$ cat config.mk
export PLATFORM = sky130hd
export DESIGN_NAME = contiguous_block_allocator_core
export DESIGN_NICKNAME = d
export VERILOG_FILES = /design/src/rtl/cba_pkg.sv /design/src/rtl/contiguous_block_allocator_core.sv /design/src/rtl/cba_ctrl.sv /design/src/rtl/cba_datapath.sv
export SDC_FILE = /design/constraint.sdc
export NUM_CORES = 2
export LEC_CHECK = 0
export BUFFER_PORTS_ARGS = -buffer_cell sky130_fd_sc_hd__buf_4
export CELL_PAD_IN_SITES_DETAIL_PLACEMENT = 2
export CELL_PAD_IN_SITES_GLOBAL_PLACEMENT = 2
export CORE_ASPECT_RATIO = 0.6
export CORE_UTILIZATION = 28
export CTS_BUF_LIST = sky130_fd_sc_hd__clkbuf_8 sky130_fd_sc_hd__clkbuf_16
export DETAILED_ROUTE_END_ITERATION = 16
export GPL_ROUTABILITY_DRIVEN = 0
export GPL_TIMING_DRIVEN = 0
export PLACE_DENSITY = 0.62
export SYNTH_ARGS = -nofsm -noshare
export SYNTH_HDL_FRONTEND = slang
export SYNTH_HIERARCHICAL = 1
export SYNTH_SLANG_ARGS = --single-unit
$ cat constraint.sdc
create_clock -name clk -period 7.3 [get_ports clk]
set_input_delay 1.095 -clock clk [delete_from_list [all_inputs] [get_ports clk]]
set_output_delay 1.095 -clock clk [all_outputs]
set_load 0.02 [all_outputs]
$ cat src/rtl/cba_pkg.sv
// Shared types, field widths and constants of the contiguous block allocator.
package cba_pkg;

	localparam int NUM_BLOCKS_DEF = 1024;
	localparam int WORD_BITS      = 16;
	localparam int WORD_IDX_W     = $clog2(WORD_BITS);

	localparam int COUNT_W     = 11;
	localparam int FIRST_W     = 10;
	localparam int STATUS_W    = 2;
	localparam int START_W     = 10;
	localparam int LEFT_W      = 11;
	localparam int IN_TDATA_W  = 24;
	localparam int OUT_TDATA_W = 24;

	typedef enum logic [STATUS_W-1:0] {
		RES_DONE    = 2'd0,
		RES_NO_ROOM = 2'd1,
		RES_BAD     = 2'd2
	} resp_code_t;

	typedef enum logic [2:0] {
		ST_CLEAR,
		ST_IDLE,
		ST_CHECK,
		ST_SCAN,
		ST_MSTART,
		ST_MARK,
		ST_RESP
	} state_t;

	typedef struct packed {
		logic       load;
		logic       clear;
		logic       scan_start;
		logic       scan_run;
		logic       mark_start;
		logic       mark_run;
		logic       resp_load;
		resp_code_t code;
	} dp_cmd_t;

	typedef struct packed {
		logic clear_done;
		logic bad;
		logic is_free;
		logic found;
		logic fail;
		logic mark_done;
		logic out_free;
	} dp_stat_t;

endpackage

$ cat src/rtl/contiguous_block_allocator_core.sv
// A bad request is answered without a pass over the map; a free visits only the words of its range.
// An allocate scans the map one 16-bit word a cycle from block 0 until it finds room or passes the
// last word, then marks its run's words.
// One request at a time: the controller takes a new one only in its idle state, after the result
// is loaded into the output register; s_tready rises in the cycle after that load.
// Reset: asynchronous, active low; a clearing pass then writes every word of the map to zero
// before the first request is accepted.
module contiguous_block_allocator_core #(
	parameter int NUM_BLOCKS = cba_pkg::NUM_BLOCKS_DEF
) (
	input  logic                            clk,
	input  logic                            arst_n,
	input  logic                            s_tvalid,
	output logic                            s_tready,
	// Fields from bit 0: count[10:0], first_block[20:11], zero fill.
	input  logic [cba_pkg::IN_TDATA_W-1:0]  s_tdata,
	// Fields from bit 0: kind.
	input  logic                            s_tuser,
	output logic                            m_tvalid,
	input  logic                            m_tready,
	// Fields from bit 0: status[1:0], run_start[11:2], free_left[22:12], zero fill.
	output logic [cba_pkg::OUT_TDATA_W-1:0] m_tdata
);
	import cba_pkg::*;

	dp_cmd_t  cmd;
	dp_stat_t stat;

	cba_ctrl u_ctrl (
		.clk      (clk),
		.arst_n   (arst_n),
		.s_tvalid (s_tvalid),
		.s_tready (s_tready),
		.stat     (stat),
		.cmd      (cmd)
	);

	cba_datapath #(
		.NUM_BLOCKS (NUM_BLOCKS)
	) u_datapath (
		.clk       (clk),
		.arst_n    (arst_n),
		.cmd       (cmd),
		.stat      (stat),
		.req_kind  (s_tuser),
		.req_count (s_tdata[COUNT_W-1:0]),
		.req_first (s_tdata[COUNT_W+FIRST_W-1:COUNT_W]),
		.m_tvalid  (m_tvalid),
		.m_tready  (m_tready),
		.m_tdata   (m_tdata)
	);

endmodule

$ cat src/rtl/cba_ctrl.sv
// Controller state machine of the contiguous block allocator.
module cba_ctrl (
	input  logic             clk,
	input  logic             arst_n,
	input  logic             s_tvalid,
	output logic             s_tready,
	input  cba_pkg::dp_stat_t stat,
	output cba_pkg::dp_cmd_t  cmd
);
	import cba_pkg::*;

	state_t     state_q, state_d;
	resp_code_t code_q, code_d;

	always_ff @(posedge clk or negedge arst_n) begin
		if (!arst_n) begin
			state_q <= ST_CLEAR;
			code_q  <= RES_DONE;
		end else begin
			state_q <= state_d;
			code_q  <= code_d;
		end
	end

	always_comb begin
		state_d  = state_q;
		code_d   = code_q;
		s_tready = 1'b0;
		cmd      = '0;
		cmd.code = code_q;
		case (state_q)
			ST_CLEAR: begin
				cmd.clear = 1'b1;
				if (stat.clear_done) begin
					state_d = ST_IDLE;
				end
			end
			ST_IDLE: begin
				s_tready = 1'b1;
				if (s_tvalid) begin
					cmd.load = 1'b1;
					state_d  = ST_CHECK;
				end
			end
			ST_CHECK: begin
				if (stat.bad) begin
					code_d  = RES_BAD;
					state_d = ST_RESP;
				end else if (stat.is_free) begin
					state_d = ST_MSTART;
				end else begin
					cmd.scan_start = 1'b1;
					state_d        = ST_SCAN;
				end
			end
			ST_SCAN: begin
				cmd.scan_run = 1'b1;
				if (stat.found) begin
					state_d = ST_MSTART;
				end else if (stat.fail) begin
					code_d  = RES_NO_ROOM;
					state_d = ST_RESP;
				end
			end
			ST_MSTART: begin
				cmd.mark_start = 1'b1;
				code_d         = RES_DONE;
				state_d        = ST_MARK;
			end
			ST_MARK: begin
				cmd.mark_run = 1'b1;
				if (stat.mark_done) begin
					state_d = ST_RESP;
				end
			end
			ST_RESP: begin
				if (stat.out_free) begin
					cmd.resp_load = 1'b1;
					state_d       = ST_IDLE;
				end
			end
			default: begin
				state_d = ST_IDLE;
			end
		endcase
	end

endmodule

$ cat src/rtl/cba_datapath.sv
// Datapath of the contiguous block allocator: allocation map memory, scan and mark logic.
module cba_datapath #(
	parameter int NUM_BLOCKS = cba_pkg::NUM_BLOCKS_DEF
) (
	input  logic                             clk,
	input  logic                             arst_n,
	input  cba_pkg::dp_cmd_t                 cmd,
	output cba_pkg::dp_stat_t                stat,
	input  logic                             req_kind,
	input  logic [cba_pkg::COUNT_W-1:0]      req_count,
	input  logic [cba_pkg::FIRST_W-1:0]      req_first,
	output logic                             m_tvalid,
	input  logic                             m_tready,
	output logic [cba_pkg::OUT_TDATA_W-1:0]  m_tdata
);
	import cba_pkg::*;

	localparam int NUM_WORDS = (NUM_BLOCKS + WORD_BITS - 1) / WORD_BITS;
	localparam int WAW       = (NUM_WORDS > 1) ? $clog2(NUM_WORDS) : 1;
	localparam int GW        = WAW + WORD_IDX_W;
	localparam int CW        = $clog2(NUM_BLOCKS + 1);
	localparam int KA        = (CW > GW) ? CW : GW;
	localparam int KW        = ((KA > 12) ? KA : 12) + 1;
	localparam int SXW       = (GW > START_W) ? GW : START_W;
	localparam int LXW       = (CW > LEFT_W) ? CW : LEFT_W;
	localparam int LAST_BITS = NUM_BLOCKS - (NUM_WORDS - 1) * WORD_BITS;
	localparam int PCW       = $clog2(WORD_BITS + 1);
	localparam logic [WAW-1:0] LAST_WORD = WAW'(NUM_WORDS - 1);

	logic [WORD_BITS-1:0] mem [NUM_WORDS];

	logic                   kind_q;
	logic [COUNT_W-1:0]     n_q;
	logic [FIRST_W-1:0]     first_q;
	logic [GW-1:0]          start_q;
	logic [GW-1:0]          hi_q;
	logic [WAW:0]           ptr_q;
	logic [WAW-1:0]         end_q;
	logic [KW-1:0]          run_q;
	logic [CW-1:0]          free_total_q;
	logic                   rvalid_s1;
	logic [WAW-1:0]         raddr_s1;
	logic [WORD_BITS-1:0]   rdata_s1;
	logic                   out_valid_q;
	logic [OUT_TDATA_W-1:0] out_data_q;

	logic                     issue;
	logic [WORD_BITS-1:0]     word_used;
	logic [KW-1:0]            total [WORD_BITS];
	logic [WORD_BITS-1:0]     hit;
	logic [WORD_IDX_W-1:0]    hit_idx;
	logic [KW-1:0]            found_start;
	logic [KW-1:0]            hi_full;
	logic [WORD_BITS-1:0]     range_mask;
	logic [WORD_BITS-1:0]     new_word;
	logic [PCW-1:0]           cleared;
	logic [KW-1:0]            first_end;
	logic [SXW-1:0]           start_x;
	logic [LXW-1:0]           left_x;
	resp_code_t               code_out;

	assign issue = (cmd.scan_run || cmd.mark_run) && (ptr_q <= {1'b0, end_q});

	always_comb begin
		for (int j = 0; j < WORD_BITS; j++) begin
			word_used[j] = rdata_s1[j] | ((raddr_s1 == LAST_WORD) && (j >= LAST_BITS));
		end
	end

	always_comb begin : scan_logic
		logic                  seen;
		logic [WORD_IDX_W-1:0] upos;
		seen    = 1'b0;
		upos    = '0;
		hit     = '0;
		hit_idx = '0;
		for (int j = 0; j < WORD_BITS; j++) begin
			seen = 1'b0;
			upos = '0;
			for (int k = 0; k <= j; k++) begin
				if (word_used[k]) begin
					seen = 1'b1;
					upos = WORD_IDX_W'(k);
				end
			end
			total[j] = seen ? (KW'(j) - KW'(upos)) : (run_q + KW'(j + 1));
			hit[j]   = !word_used[j] && (total[j] == KW'(n_q));
		end
		for (int j = WORD_BITS - 1; j >= 0; j--) begin
			if (hit[j]) begin
				hit_idx = WORD_IDX_W'(j);
			end
		end
	end

	assign found_start = KW'({raddr_s1, hit_idx}) + KW'(1) - KW'(n_q);
	assign hi_full     = KW'(start_q) + KW'(n_q) - KW'(1);
	assign first_end   = KW'(first_q) + KW'(n_q);

	always_comb begin
		logic [GW-1:0] g;
		g       = '0;
		cleared = '0;
		for (int j = 0; j < WORD_BITS; j++) begin
			g             = {raddr_s1, WORD_IDX_W'(j)};
			range_mask[j] = (g >= start_q) && (g <= hi_q);
			cleared       = cleared + PCW'(rdata_s1[j] & range_mask[j]);
		end
		new_word = kind_q ? (rdata_s1 & ~range_mask) : (rdata_s1 | range_mask);
	end

	always_comb begin
		stat            = '0;
		stat.clear_done = (ptr_q[WAW-1:0] == LAST_WORD);
		stat.bad        = (n_q == '0) ||
		                  (kind_q ? (first_end > KW'(NUM_BLOCKS))
		                          : (KW'(n_q) > KW'(NUM_BLOCKS)));
		stat.is_free    = kind_q;
		stat.found      = rvalid_s1 && (hit != '0);
		stat.fail       = rvalid_s1 && (raddr_s1 == end_q) && (hit == '0);
		stat.mark_done  = rvalid_s1 && (raddr_s1 == end_q);
		stat.out_free   = !out_valid_q || m_tready;
	end

	always_ff @(posedge clk) begin
		rdata_s1 <= mem[ptr_q[WAW-1:0]];
		raddr_s1 <= ptr_q[WAW-1:0];
		if (cmd.clear) begin
			mem[ptr_q[WAW-1:0]] <= '0;
		end else if (cmd.mark_run && rvalid_s1) begin
			mem[raddr_s1] <= new_word;
		end
	end

	always_ff @(posedge clk) begin
		if (cmd.load) begin
			kind_q  <= req_kind;
			n_q     <= req_count;
			first_q <= req_first;
			start_q <= GW'(req_first);
		end else if (cmd.scan_run && stat.found) begin
			start_q <= GW'(found_start);
		end
		if (cmd.mark_start) begin
			hi_q  <= GW'(hi_full);
		end
		if (cmd.scan_start) begin
			run_q <= '0;
		end else if (cmd.scan_run && rvalid_s1) begin
			run_q <= word_used[WORD_BITS-1] ? '0 : total[WORD_BITS-1];
		end
	end

	always_ff @(posedge clk or negedge arst_n) begin
		if (!arst_n) begin
			ptr_q        <= '0;
			end_q        <= '0;
			rvalid_s1    <= 1'b0;
			free_total_q <= CW'(NUM_BLOCKS);
		end else begin
			if (cmd.clear) begin
				ptr_q <= ptr_q + 1'b1;
			end else if (cmd.scan_start) begin
				ptr_q <= '0;
				end_q <= LAST_WORD;
			end else if (cmd.mark_start) begin
				ptr_q <= {1'b0, start_q[GW-1:WORD_IDX_W]};
				end_q <= hi_full[GW-1:WORD_IDX_W];
			end else if (issue) begin
				ptr_q <= ptr_q + 1'b1;
			end
			if (cmd.scan_start || cmd.mark_start) begin
				rvalid_s1 <= 1'b0;
			end else begin
				rvalid_s1 <= issue;
			end
			if (cmd.mark_start && !kind_q) begin
				free_total_q <= free_total_q - CW'(n_q);
			end else if (cmd.mark_run && rvalid_s1 && kind_q) begin
				free_total_q <= free_total_q + CW'(cleared);
			end
		end
	end

	assign code_out = cmd.code;
	assign start_x  = (code_out == RES_DONE && !kind_q) ? SXW'(start_q) : '0;
	assign left_x   = LXW'(free_total_q);

	always_ff @(posedge clk or negedge arst_n) begin
		if (!arst_n) begin
			out_valid_q <= 1'b0;
		end else if (cmd.resp_load) begin
			out_valid_q <= 1'b1;
		end else if (m_tready) begin
			out_valid_q <= 1'b0;
		end
	end

	always_ff @(posedge clk) begin
		if (cmd.resp_load) begin
			out_data_q <= {1'b0, left_x[LEFT_W-1:0], start_x[START_W-1:0], code_out};
		end
	end

	assign m_tvalid = out_valid_q;
	assign m_tdata  = out_data_q;

endmodule
### After elaboration in Yosys (flattened, before gate mapping)

Memories as Yosys holds them, arrays and structs flattened. A register that Yosys moved wholly into a read port is not among the register bits.
Index checks and enable logic that the tools add are counted.

| operators by class | value |
|---|---|
| $lt $le $gt $ge | 35 |
| $add $sub $neg | 54 |
| reductions and logical operators | 79 |
| bitwise logic cells | 20 |
| equality and inequality tests | 32 |
| multiplexer cells | 112 |

Operators by type and width:

| kind | count |
|---|---|
| $mux 13 | 17 |
| $eq 13x11->1 | 16 |
| $ge 10x10->1 | 16 |
| $le 10x10->1 | 16 |
| $add 13x4->13 const B | 8 |
| $mux 4 | 24 |
| $add 5x5->5 | 15 |
| $add 13x3->13 const B | 4 |
| $logic_and 1x1->1 | 42 |
| $sub 4x4->5 const A | 8 |
| $mux 1 | 39 |
| $mux 3 | 12 |
| $mux 16 | 2 |
| $mux 7 | 4 |
| $add 13x2->13 const B | 2 |
| $mux 11 | 2 |
| $pmux 3 s7 | 1 |
| $mux 10 | 2 |
| $logic_not 1->1 | 18 |
| $mux 6 | 3 |
| $and 1x1->1 | 16 |
| $and 16x16->16 | 1 |
| $logic_not 16->1 | 1 |
| $not 16->16 | 1 |
| other kinds (39) | 62 |

| word-level totals | value |
|---|---|
| input port bits | 29 |
| bits in writable memories | 1,024 |
| memories kept | 1 |
| logic and storage cells | 349 |
| register bits after elaboration | 115 |
| output and inout port bits | 26 |

Memory list:

| memory | words | width | rd ports | clocked after Yosys merged registers in | wr ports | line | RTL |
|---|---|---|---|---|---|---|---|
| u_datapath.mem | 64 | 16 | 1 | 1 | 1 | cba_datapath.sv:30 | `logic [WORD_BITS-1:0] mem [NUM_WORDS];` |

### Longest topological paths before layout

| logic depth | value |
|---|---|
| depth in word-level cells | 39 |
| gate-level depth with buffers | 33 |
| depth with buffers taken out | 31 |

### Hierarchy

The synthesis kept the hierarchy.

By module, submodules not included:

| module | seq. area each (µm²) | area each (µm²) | cells each | instances |
|---|---|---|---|---|
| cba_datapath | 34,053.9 | 54,447.2 | 3,539 | 1 |
| cba_ctrl | 125.1 | 409.1 | 49 | 1 |

### Least setup slack after synthesis

Ideal clock, no wire load.

| timing path | value |
|---|---|
| path type | register -> register |
| start | reg u_datapath.raddr_s1[3] |
| end | reg u_datapath.free_total_q[10] |
| required time | 7.234 ns |
| path buffers | 1 |
| slack | 0.982 ns |
| arrival time | 6.252 ns |
| cell stages (with the launch flop) | 28 |
| library setup time | 0.066 ns |
| period minus slack after synthesis | 6.318 ns |
| cell sequence | dfxtp_1 > ha_1 > a21o_1 > a21o_1 > a21oi_1 > o21a_1 > clkbuf_1 > nand2_1 > o31ai_1 > nand2_1 > a21oi_1 > nand2_1 > fa_1 > fa_1 > fa_1 > fa_1 > inv_1 > fa_1 > fa_1 > a21o_1 > a21oi_1 > nor2b_1 > o21ai_0 > or3_1 > nand4b_1 > nor2_1 > a41oi_1 > nand4_1 |

| on the way | value |
|---|---|
| cells in the longest elaborated chain, start to end | 21 |
| elaborated cells on any way between the ends | 82 |
| classes of those cells | 16 x add/sub; 32 x order compare; 2 x mux; 16 x bitwise; 16 x reduce/logical |

Ends and longest elaborated chain:

| element | line | RTL |
|---|---|---|
| start: declaration | cba_datapath.sv:42 | `logic [WAW-1:0] raddr_s1;` |
| start signal: assignment | cba_datapath.sv:127 | `raddr_s1 <= ptr_q[WAW-1:0];` |
| $ge 10x10->1 / $le 10x10->1 (equally long branches) | cba_datapath.sv:106 | `range_mask[j] = (g >= start_q) && (g <= hi_q);` |
| $logic_and 1x1->1 | cba_datapath.sv:106 |  |
| $and 1x1->1 | cba_datapath.sv:107 | `cleared = cleared + PCW'(rdata_s1[j] & range_mask[j]);` |
| $add 5x5->5 (14 in series) | cba_datapath.sv:107 |  |
| $add 5x5->5 (*) | cba_datapath.sv:107 |  |
| $add 11x5->11 (*) | cba_datapath.sv:180 | `free_total_q <= free_total_q + CW'(cleared);` |
| $mux 11 (*) | cba_datapath.sv:179 | `end else if (cmd.mark_run && rvalid_s1 && kind_q) begin` |
| $mux 11 (*) | cba_datapath.sv:177 | `if (cmd.mark_start && !kind_q) begin` |
| end signal: assignment | cba_datapath.sv:159 | `free_total_q <= CW'(NUM_BLOCKS);` |
| end signal: assignment | cba_datapath.sv:178 | `free_total_q <= free_total_q - CW'(n_q);` |
| end signal: assignment | cba_datapath.sv:180 |  |
| end: declaration | cba_datapath.sv:40 | `logic [CW-1:0] free_total_q;` |

Every way passes the cells marked *; elsewhere a longest branch is shown, timed or not. The select of a mux whose other input is x is not followed.
A chain may end at the register's enable or synchronous reset.

### Final worst setup path

| timing path | value |
|---|---|
| start | reg u_datapath.n_q[8] |
| end | reg u_datapath.start_q[9], data pin |

| on the way | value |
|---|---|
| cells in the longest elaborated chain, start to end | 22 |
| elaborated cells on any way between the ends | 52 |
| classes of those cells | 2 x add/sub; 16 x eq/ne; 18 x mux; 16 x reduce/logical |

Ends and longest elaborated chain:

| element | line | RTL |
|---|---|---|
| start: declaration | cba_datapath.sv:33 | `logic [COUNT_W-1:0] n_q;` |
| start signal: assignment | cba_datapath.sv:138 | `n_q <= req_count;` |
| $eq 13x11->1 | cba_datapath.sv:87 | `hit[j] = !word_used[j] && (total[j] == KW'(n_q));` |
| $logic_and 1x1->1 | cba_datapath.sv:87 |  |
| $mux 4 (16 in series) | cba_datapath.sv:90 | `if (hit[j]) begin` |
| $add 10x1->10 | cba_datapath.sv:96 | `assign found_start = KW'({raddr_s1, hit_idx}) + KW'(1) - KW'(n_q);` |
| $sub 10x10->10 (*) | cba_datapath.sv:96 |  |
| $mux 10 (*) | cba_datapath.sv:141 | `end else if (cmd.scan_run && stat.found) begin` |
| $mux 10 (*) | cba_datapath.sv:136 | `if (cmd.load) begin` |
| end signal: assignment | cba_datapath.sv:140 | `start_q <= GW'(req_first);` |
| end signal: assignment | cba_datapath.sv:142 | `start_q <= GW'(found_start);` |
| end: declaration | cba_datapath.sv:35 | `logic [GW-1:0] start_q;` |

Marks and branches as above.

==> impl_metrics.json <==
{
  "synth_edf_count": 1089,
  "synth_sequential_area_ratio": 0.6231,
  "place_inst": 6354,
  "power.density_mw_per_mm2": 202.5,
  "yosys_synthesis_warning_count": 6,
  "period_minus_slack_ns": 7.332,
  "max-clock-path-buffers": 3,
  "dr.first_iter.drc_count": 4917,
  "worstSetupStartpointType": "register",
  "syn-cell-area_mm2": 0.05486,
  "dp_slack_ns": -1.021,
  "via_per_inst": 5.615,
  "peakVddDrop_uv": 173.6,
  "worstHoldPathType": "in2async",
  "p_int_w": 0.01045,
  "grt_first_pass_wirelength_um": 307100,
  "critPathKind": "reg2reg",
  "tritoncts": "built",
  "ys_dominant_reg_cell": "edfxtp_1",
  "die_outline_area_mm2": 0.1977,
  "reg2reg_depth": 25,
  "postRouteWirelength_um": 223100,
  "grt_remaining_overflow": 0,
  "groute.usage.overall": 0.2223,
  "r2r_setup_slack_ns": -0.03,
  "power_switching_w": 0.002724,
  "standby_leakage_power_nw": 20.88,
  "clk_network_pwr_share": 0.457,
  "numCtsBuffers": 112,
  "asyncSetResetFlopFracSynth": 0.02684,
  "switching_portion_of_total_power": 0.2068,
  "port_buffers": 50,
  "totalNegativeSetupSlack_ns": -0.03229,
  "grt_start_max_net_pins": 32,
  "num-nets-final": 4032,
  "synth_cells": 3588,
  "start_of_the_worst_register_to_register_path": "u_datapath/n_q[8]",
  "run_status": "finished, violations left",
  "crit_end": "u_datapath/start_q[9]",
  "timing_hold_violations_final": 0,
  "vias": 36940,
  "timing_max_transition_violations_final": 9,
  "layout_setup_ws_ns": -0.03229,
  "mapped_avg_cell_area_um2": 15.29,
  "timing.hold.ws_ns": 0.2891,
  "clk_latency_ns": 0.77,
  "critical_path_required_ns": 7.81,
  "setup-violations-final": 1,
  "actual_slew_at_the_worst_max_slew_pin_ns": 1.609,
  "critical_path.reg2reg.endpoint": "u_datapath/start_q[9]",
  "max_clock_freq_ghz": 0.1364,
  "cts-root-buf": "clkbuf_16",
  "number_of_distinct_standard_cells_referenced_by_the_synthesized_netlist": 97,
  "critical_path.endpoint_type": "register",
  "first_global_vias": 37460,
  "synth_top_area_share": 0.5961,
  "cts_htree_levels": 3,
  "drt_pass1_iterations": 5,
  "initial_core_utilization": 0.2826,
  "maxSlewHeadroom": -0.08060,
  "grt_setup_unrepaired": "yes",
  "fill_cells": 19670,
  "timing.critical_path.from": "u_datapath/n_q[8]",
  "synth_seq_cells": 1155,
  "sequential_fraction_of_design_power": 0.541,
  "synth_top_cells_by_area": "edfxtp_1, mux4_2, xnor2_1, ha_1, nor2_1",
  "clock_sink_count": 1155,
  "fin_cells": 6579,
  "area_growth_pct": 18.63,
  "synth_most_common_cell": "edfxtp_1",
  "failed_checks": "max-capacitance violations, max-slew violations, negative setup slack",
  "design.portCount": 55,
  "syn-num-nets": 3742,
  "yosys.area.top_type": "edfxtp_1",
  "clk_pin_slew_worst_paths_ns": 0.07,
  "chipHeight_um": 344.9,
  "critical_path_peak_fanout": 10,
  "core_area_mm2": 0.1941,
  "crit_arrival_ns": 7.84,
  "maxCapViolations": 1,
  "pwr-share-comb": 0.002,
  "drc": 0,
  "layout-drive-gt1-share": 0.2283,
  "dieWidth_um": 573.4,
  "grt_antenna_before_repair": 22,
  "dp_hpwl_um": 169100,
  "floorplan.rows": 125,
  "synthTopCellsByCount": "edfxtp_1, mux4_2, nor2_1",
  "timing.final.crit_share": 1.004,
  "worst_clock_skew_ns": 0.09711,
  "wl_per_cell_um": 33.91,
  "final_antenna_net_count": 0
}
[logic make-up (layout without fill, tap and decap cells)]
| group | after synthesis | in the layout | synth area share |
|---|---|---|---|
| buffers and inverters | 346 | 730 | 0.02509 |
| other | 1 | 5 | 0.00006836 |
| XOR/XNOR | 226 | 226 | 0.03686 |
| AO/OA/AOI/OAI | 545 | 545 | 0.06596 |
| adder cells (fa/ha/maj) | 127 | 127 | 0.03107 |
| AND/OR/NAND/NOR | 833 | 833 | 0.07641 |
| multiplexers | 355 | 355 | 0.1415 |
| flip-flops | 1155 | 1155 | 0.6231 |
[through the flow]
step | cell area (um^2) | power (W) | util
3_5_place_dp | 60920 | 0.007298 | 0.3139
4_1_cts | 64770 | 0.01331 | 0.3337
6_report | 65080 | 0.01318 | 0.3353
5_1_grt | 65070 | 0.01354 | 0.3353
2_1_floorplan | 54860 | 0.007277 | -
3_3_place_gp | 58490 | 0.007298 | 0.3013
[metal layers]
metal  up-vias  track usage  part of all wire
met3       218      0.08305              0.12
met5         -            0           0.00039
met1     20070       0.3427              0.48
met2      1876       0.2937              0.39
met4        14      0.03774             0.016
li1      14770            -                 -
[worst min path at each step]
stage / to / startpoint / slack (ns)
6_report: u_datapath/free_total_q[7] / arst_n / 0.29
5_1_grt: u_ctrl/code_q[0] / arst_n / 0.31
4_1_cts: u_datapath/free_total_q[7] / arst_n / 0.28
3_5_place_dp: u_datapath/raddr_s1[3] / u_datapath/ptr_q[3] / 0.43
3_3_place_gp: u_datapath/raddr_s1[3] / u_datapath/ptr_q[3] / 0.40
2_1_floorplan: u_datapath/raddr_s1[0] / u_datapath/ptr_q[0] / 0.37
[worst max-delay path, cell delays in order, from the launching register on]
cell and delay, ns:
edfxtp_1 0.51, clkbuf_1 0.75, clkinv_1 1.09, maj3_1 0.71, o22ai_1 0.24, a31oi_1 0.16, a2111oi_1 0.56, nand3_1 0.42
nand2_1 0.17, o21ai_0 0.12, o2111ai_1 0.17, ha_1 0.27, inv_1 0.06, ha_1 0.16, inv_1 0.06, fa_1 0.39
inv_1 0.08, a21oi_1 0.06, o21ai_0 0.22, and2_1 0.18, o21ai_0 0.08, nand2b_1 0.13, a21o_1 0.14, a21oi_1 0.07
xnor2_1 0.18, o21ai_0 0.09
[power by group through the flow]
stage | clock network, W | logic, W | registers, W
2_1_floorplan | 0 | 0.000000967 | 0.00728
3_3_place_gp | 0 | 0.0000219 | 0.00728
3_5_place_dp | 0 | 0.0000220 | 0.00728
4_1_cts | 0.00616 | 0.0000222 | 0.00713
5_1_grt | 0.00639 | 0.0000227 | 0.00713
6_report | 0.00602 | 0.0000212 | 0.00713
[cells in the final DEF (no fill, tap or decap), types with 15 or more instances in the layout]
master,Yosys,final
a211oi_1,41,25
a211oi_4,0,16
a21boi_0,17,16
a21o_1,24,24
a21oi_1,121,109
a31oi_1,31,29
and2_1,19,18
buf_1,42,40
buf_16,0,31
buf_2,26,27
buf_4,4,69
buf_8,0,80
clkbuf_1,152,135
clkbuf_16,0,112
clkbuf_2,0,16
clkinv_1,5,28
clkinv_2,0,18
dfrtp_1,30,30
dfxtp_1,35,32
edfxtp_1,1089,1089
fa_1,16,15
ha_1,109,109
inv_1,106,125
mux2i_1,16,16
mux4_2,336,336
nand2_1,165,165
nand2b_1,30,30
nand3_1,72,71
nand4_1,45,45
nor2_1,240,171
nor2_2,2,68
nor2b_1,25,24
nor3_1,81,78
nor4_1,36,33
o21ai_0,125,120
o31ai_1,18,17
or3_1,30,29
xnor2_1,176,175
xor2_1,47,44
[flip-flops by register name, summed over array words and instances, names as in the netlist]
name,flops
u_datapath/m_tvalid,1
u_datapath/kind_q,1
u_datapath/rdata_s1,16
u_datapath/rvalid_s1,1
u_datapath/hi_q,10
u_ctrl/state_q,3
u_datapath/mem,1024
u_datapath/n_q,11
u_datapath/raddr_s1,6
u_datapath/start_q,10
u_ctrl/code_q,2
u_datapath/m_tdata,23
u_datapath/end_q,6
u_datapath/free_total_q,11
u_datapath/ptr_q,7
u_datapath/run_q,13
u_datapath/first_q,10
[repair_timing]
action                                  CTS  global route
endpoints found under the setup margin   13            19
pin swaps                                 1             2
buffers inserted                          2            11
gates resized for setup                  30            53
hold buffers                              0             0
[layout make-up]
| cell class | instances | area, um^2 | share of cell area |
|---|---|---|---|
| diodes | 4 | 10.01 | 0.0001538 |
| plain buffers | 226 | 949.7 | 0.01459 |
| clock buffers | 112 | 2803 | 0.04307 |
| clock inverters | 96 | 939.7 | 0.01444 |
| inverters | 118 | 442.9 | 0.006806 |
| multi-input cells | 2087 | 19940 | 0.3063 |
| flip-flops and latches | 1155 | 34180 | 0.5253 |
| well taps | 2603 | 3257 | 0.05005 |
| repair buffers | 178 | 2559 | 0.03932 |
Note: power is estimated with default switching activity, not from simulation.
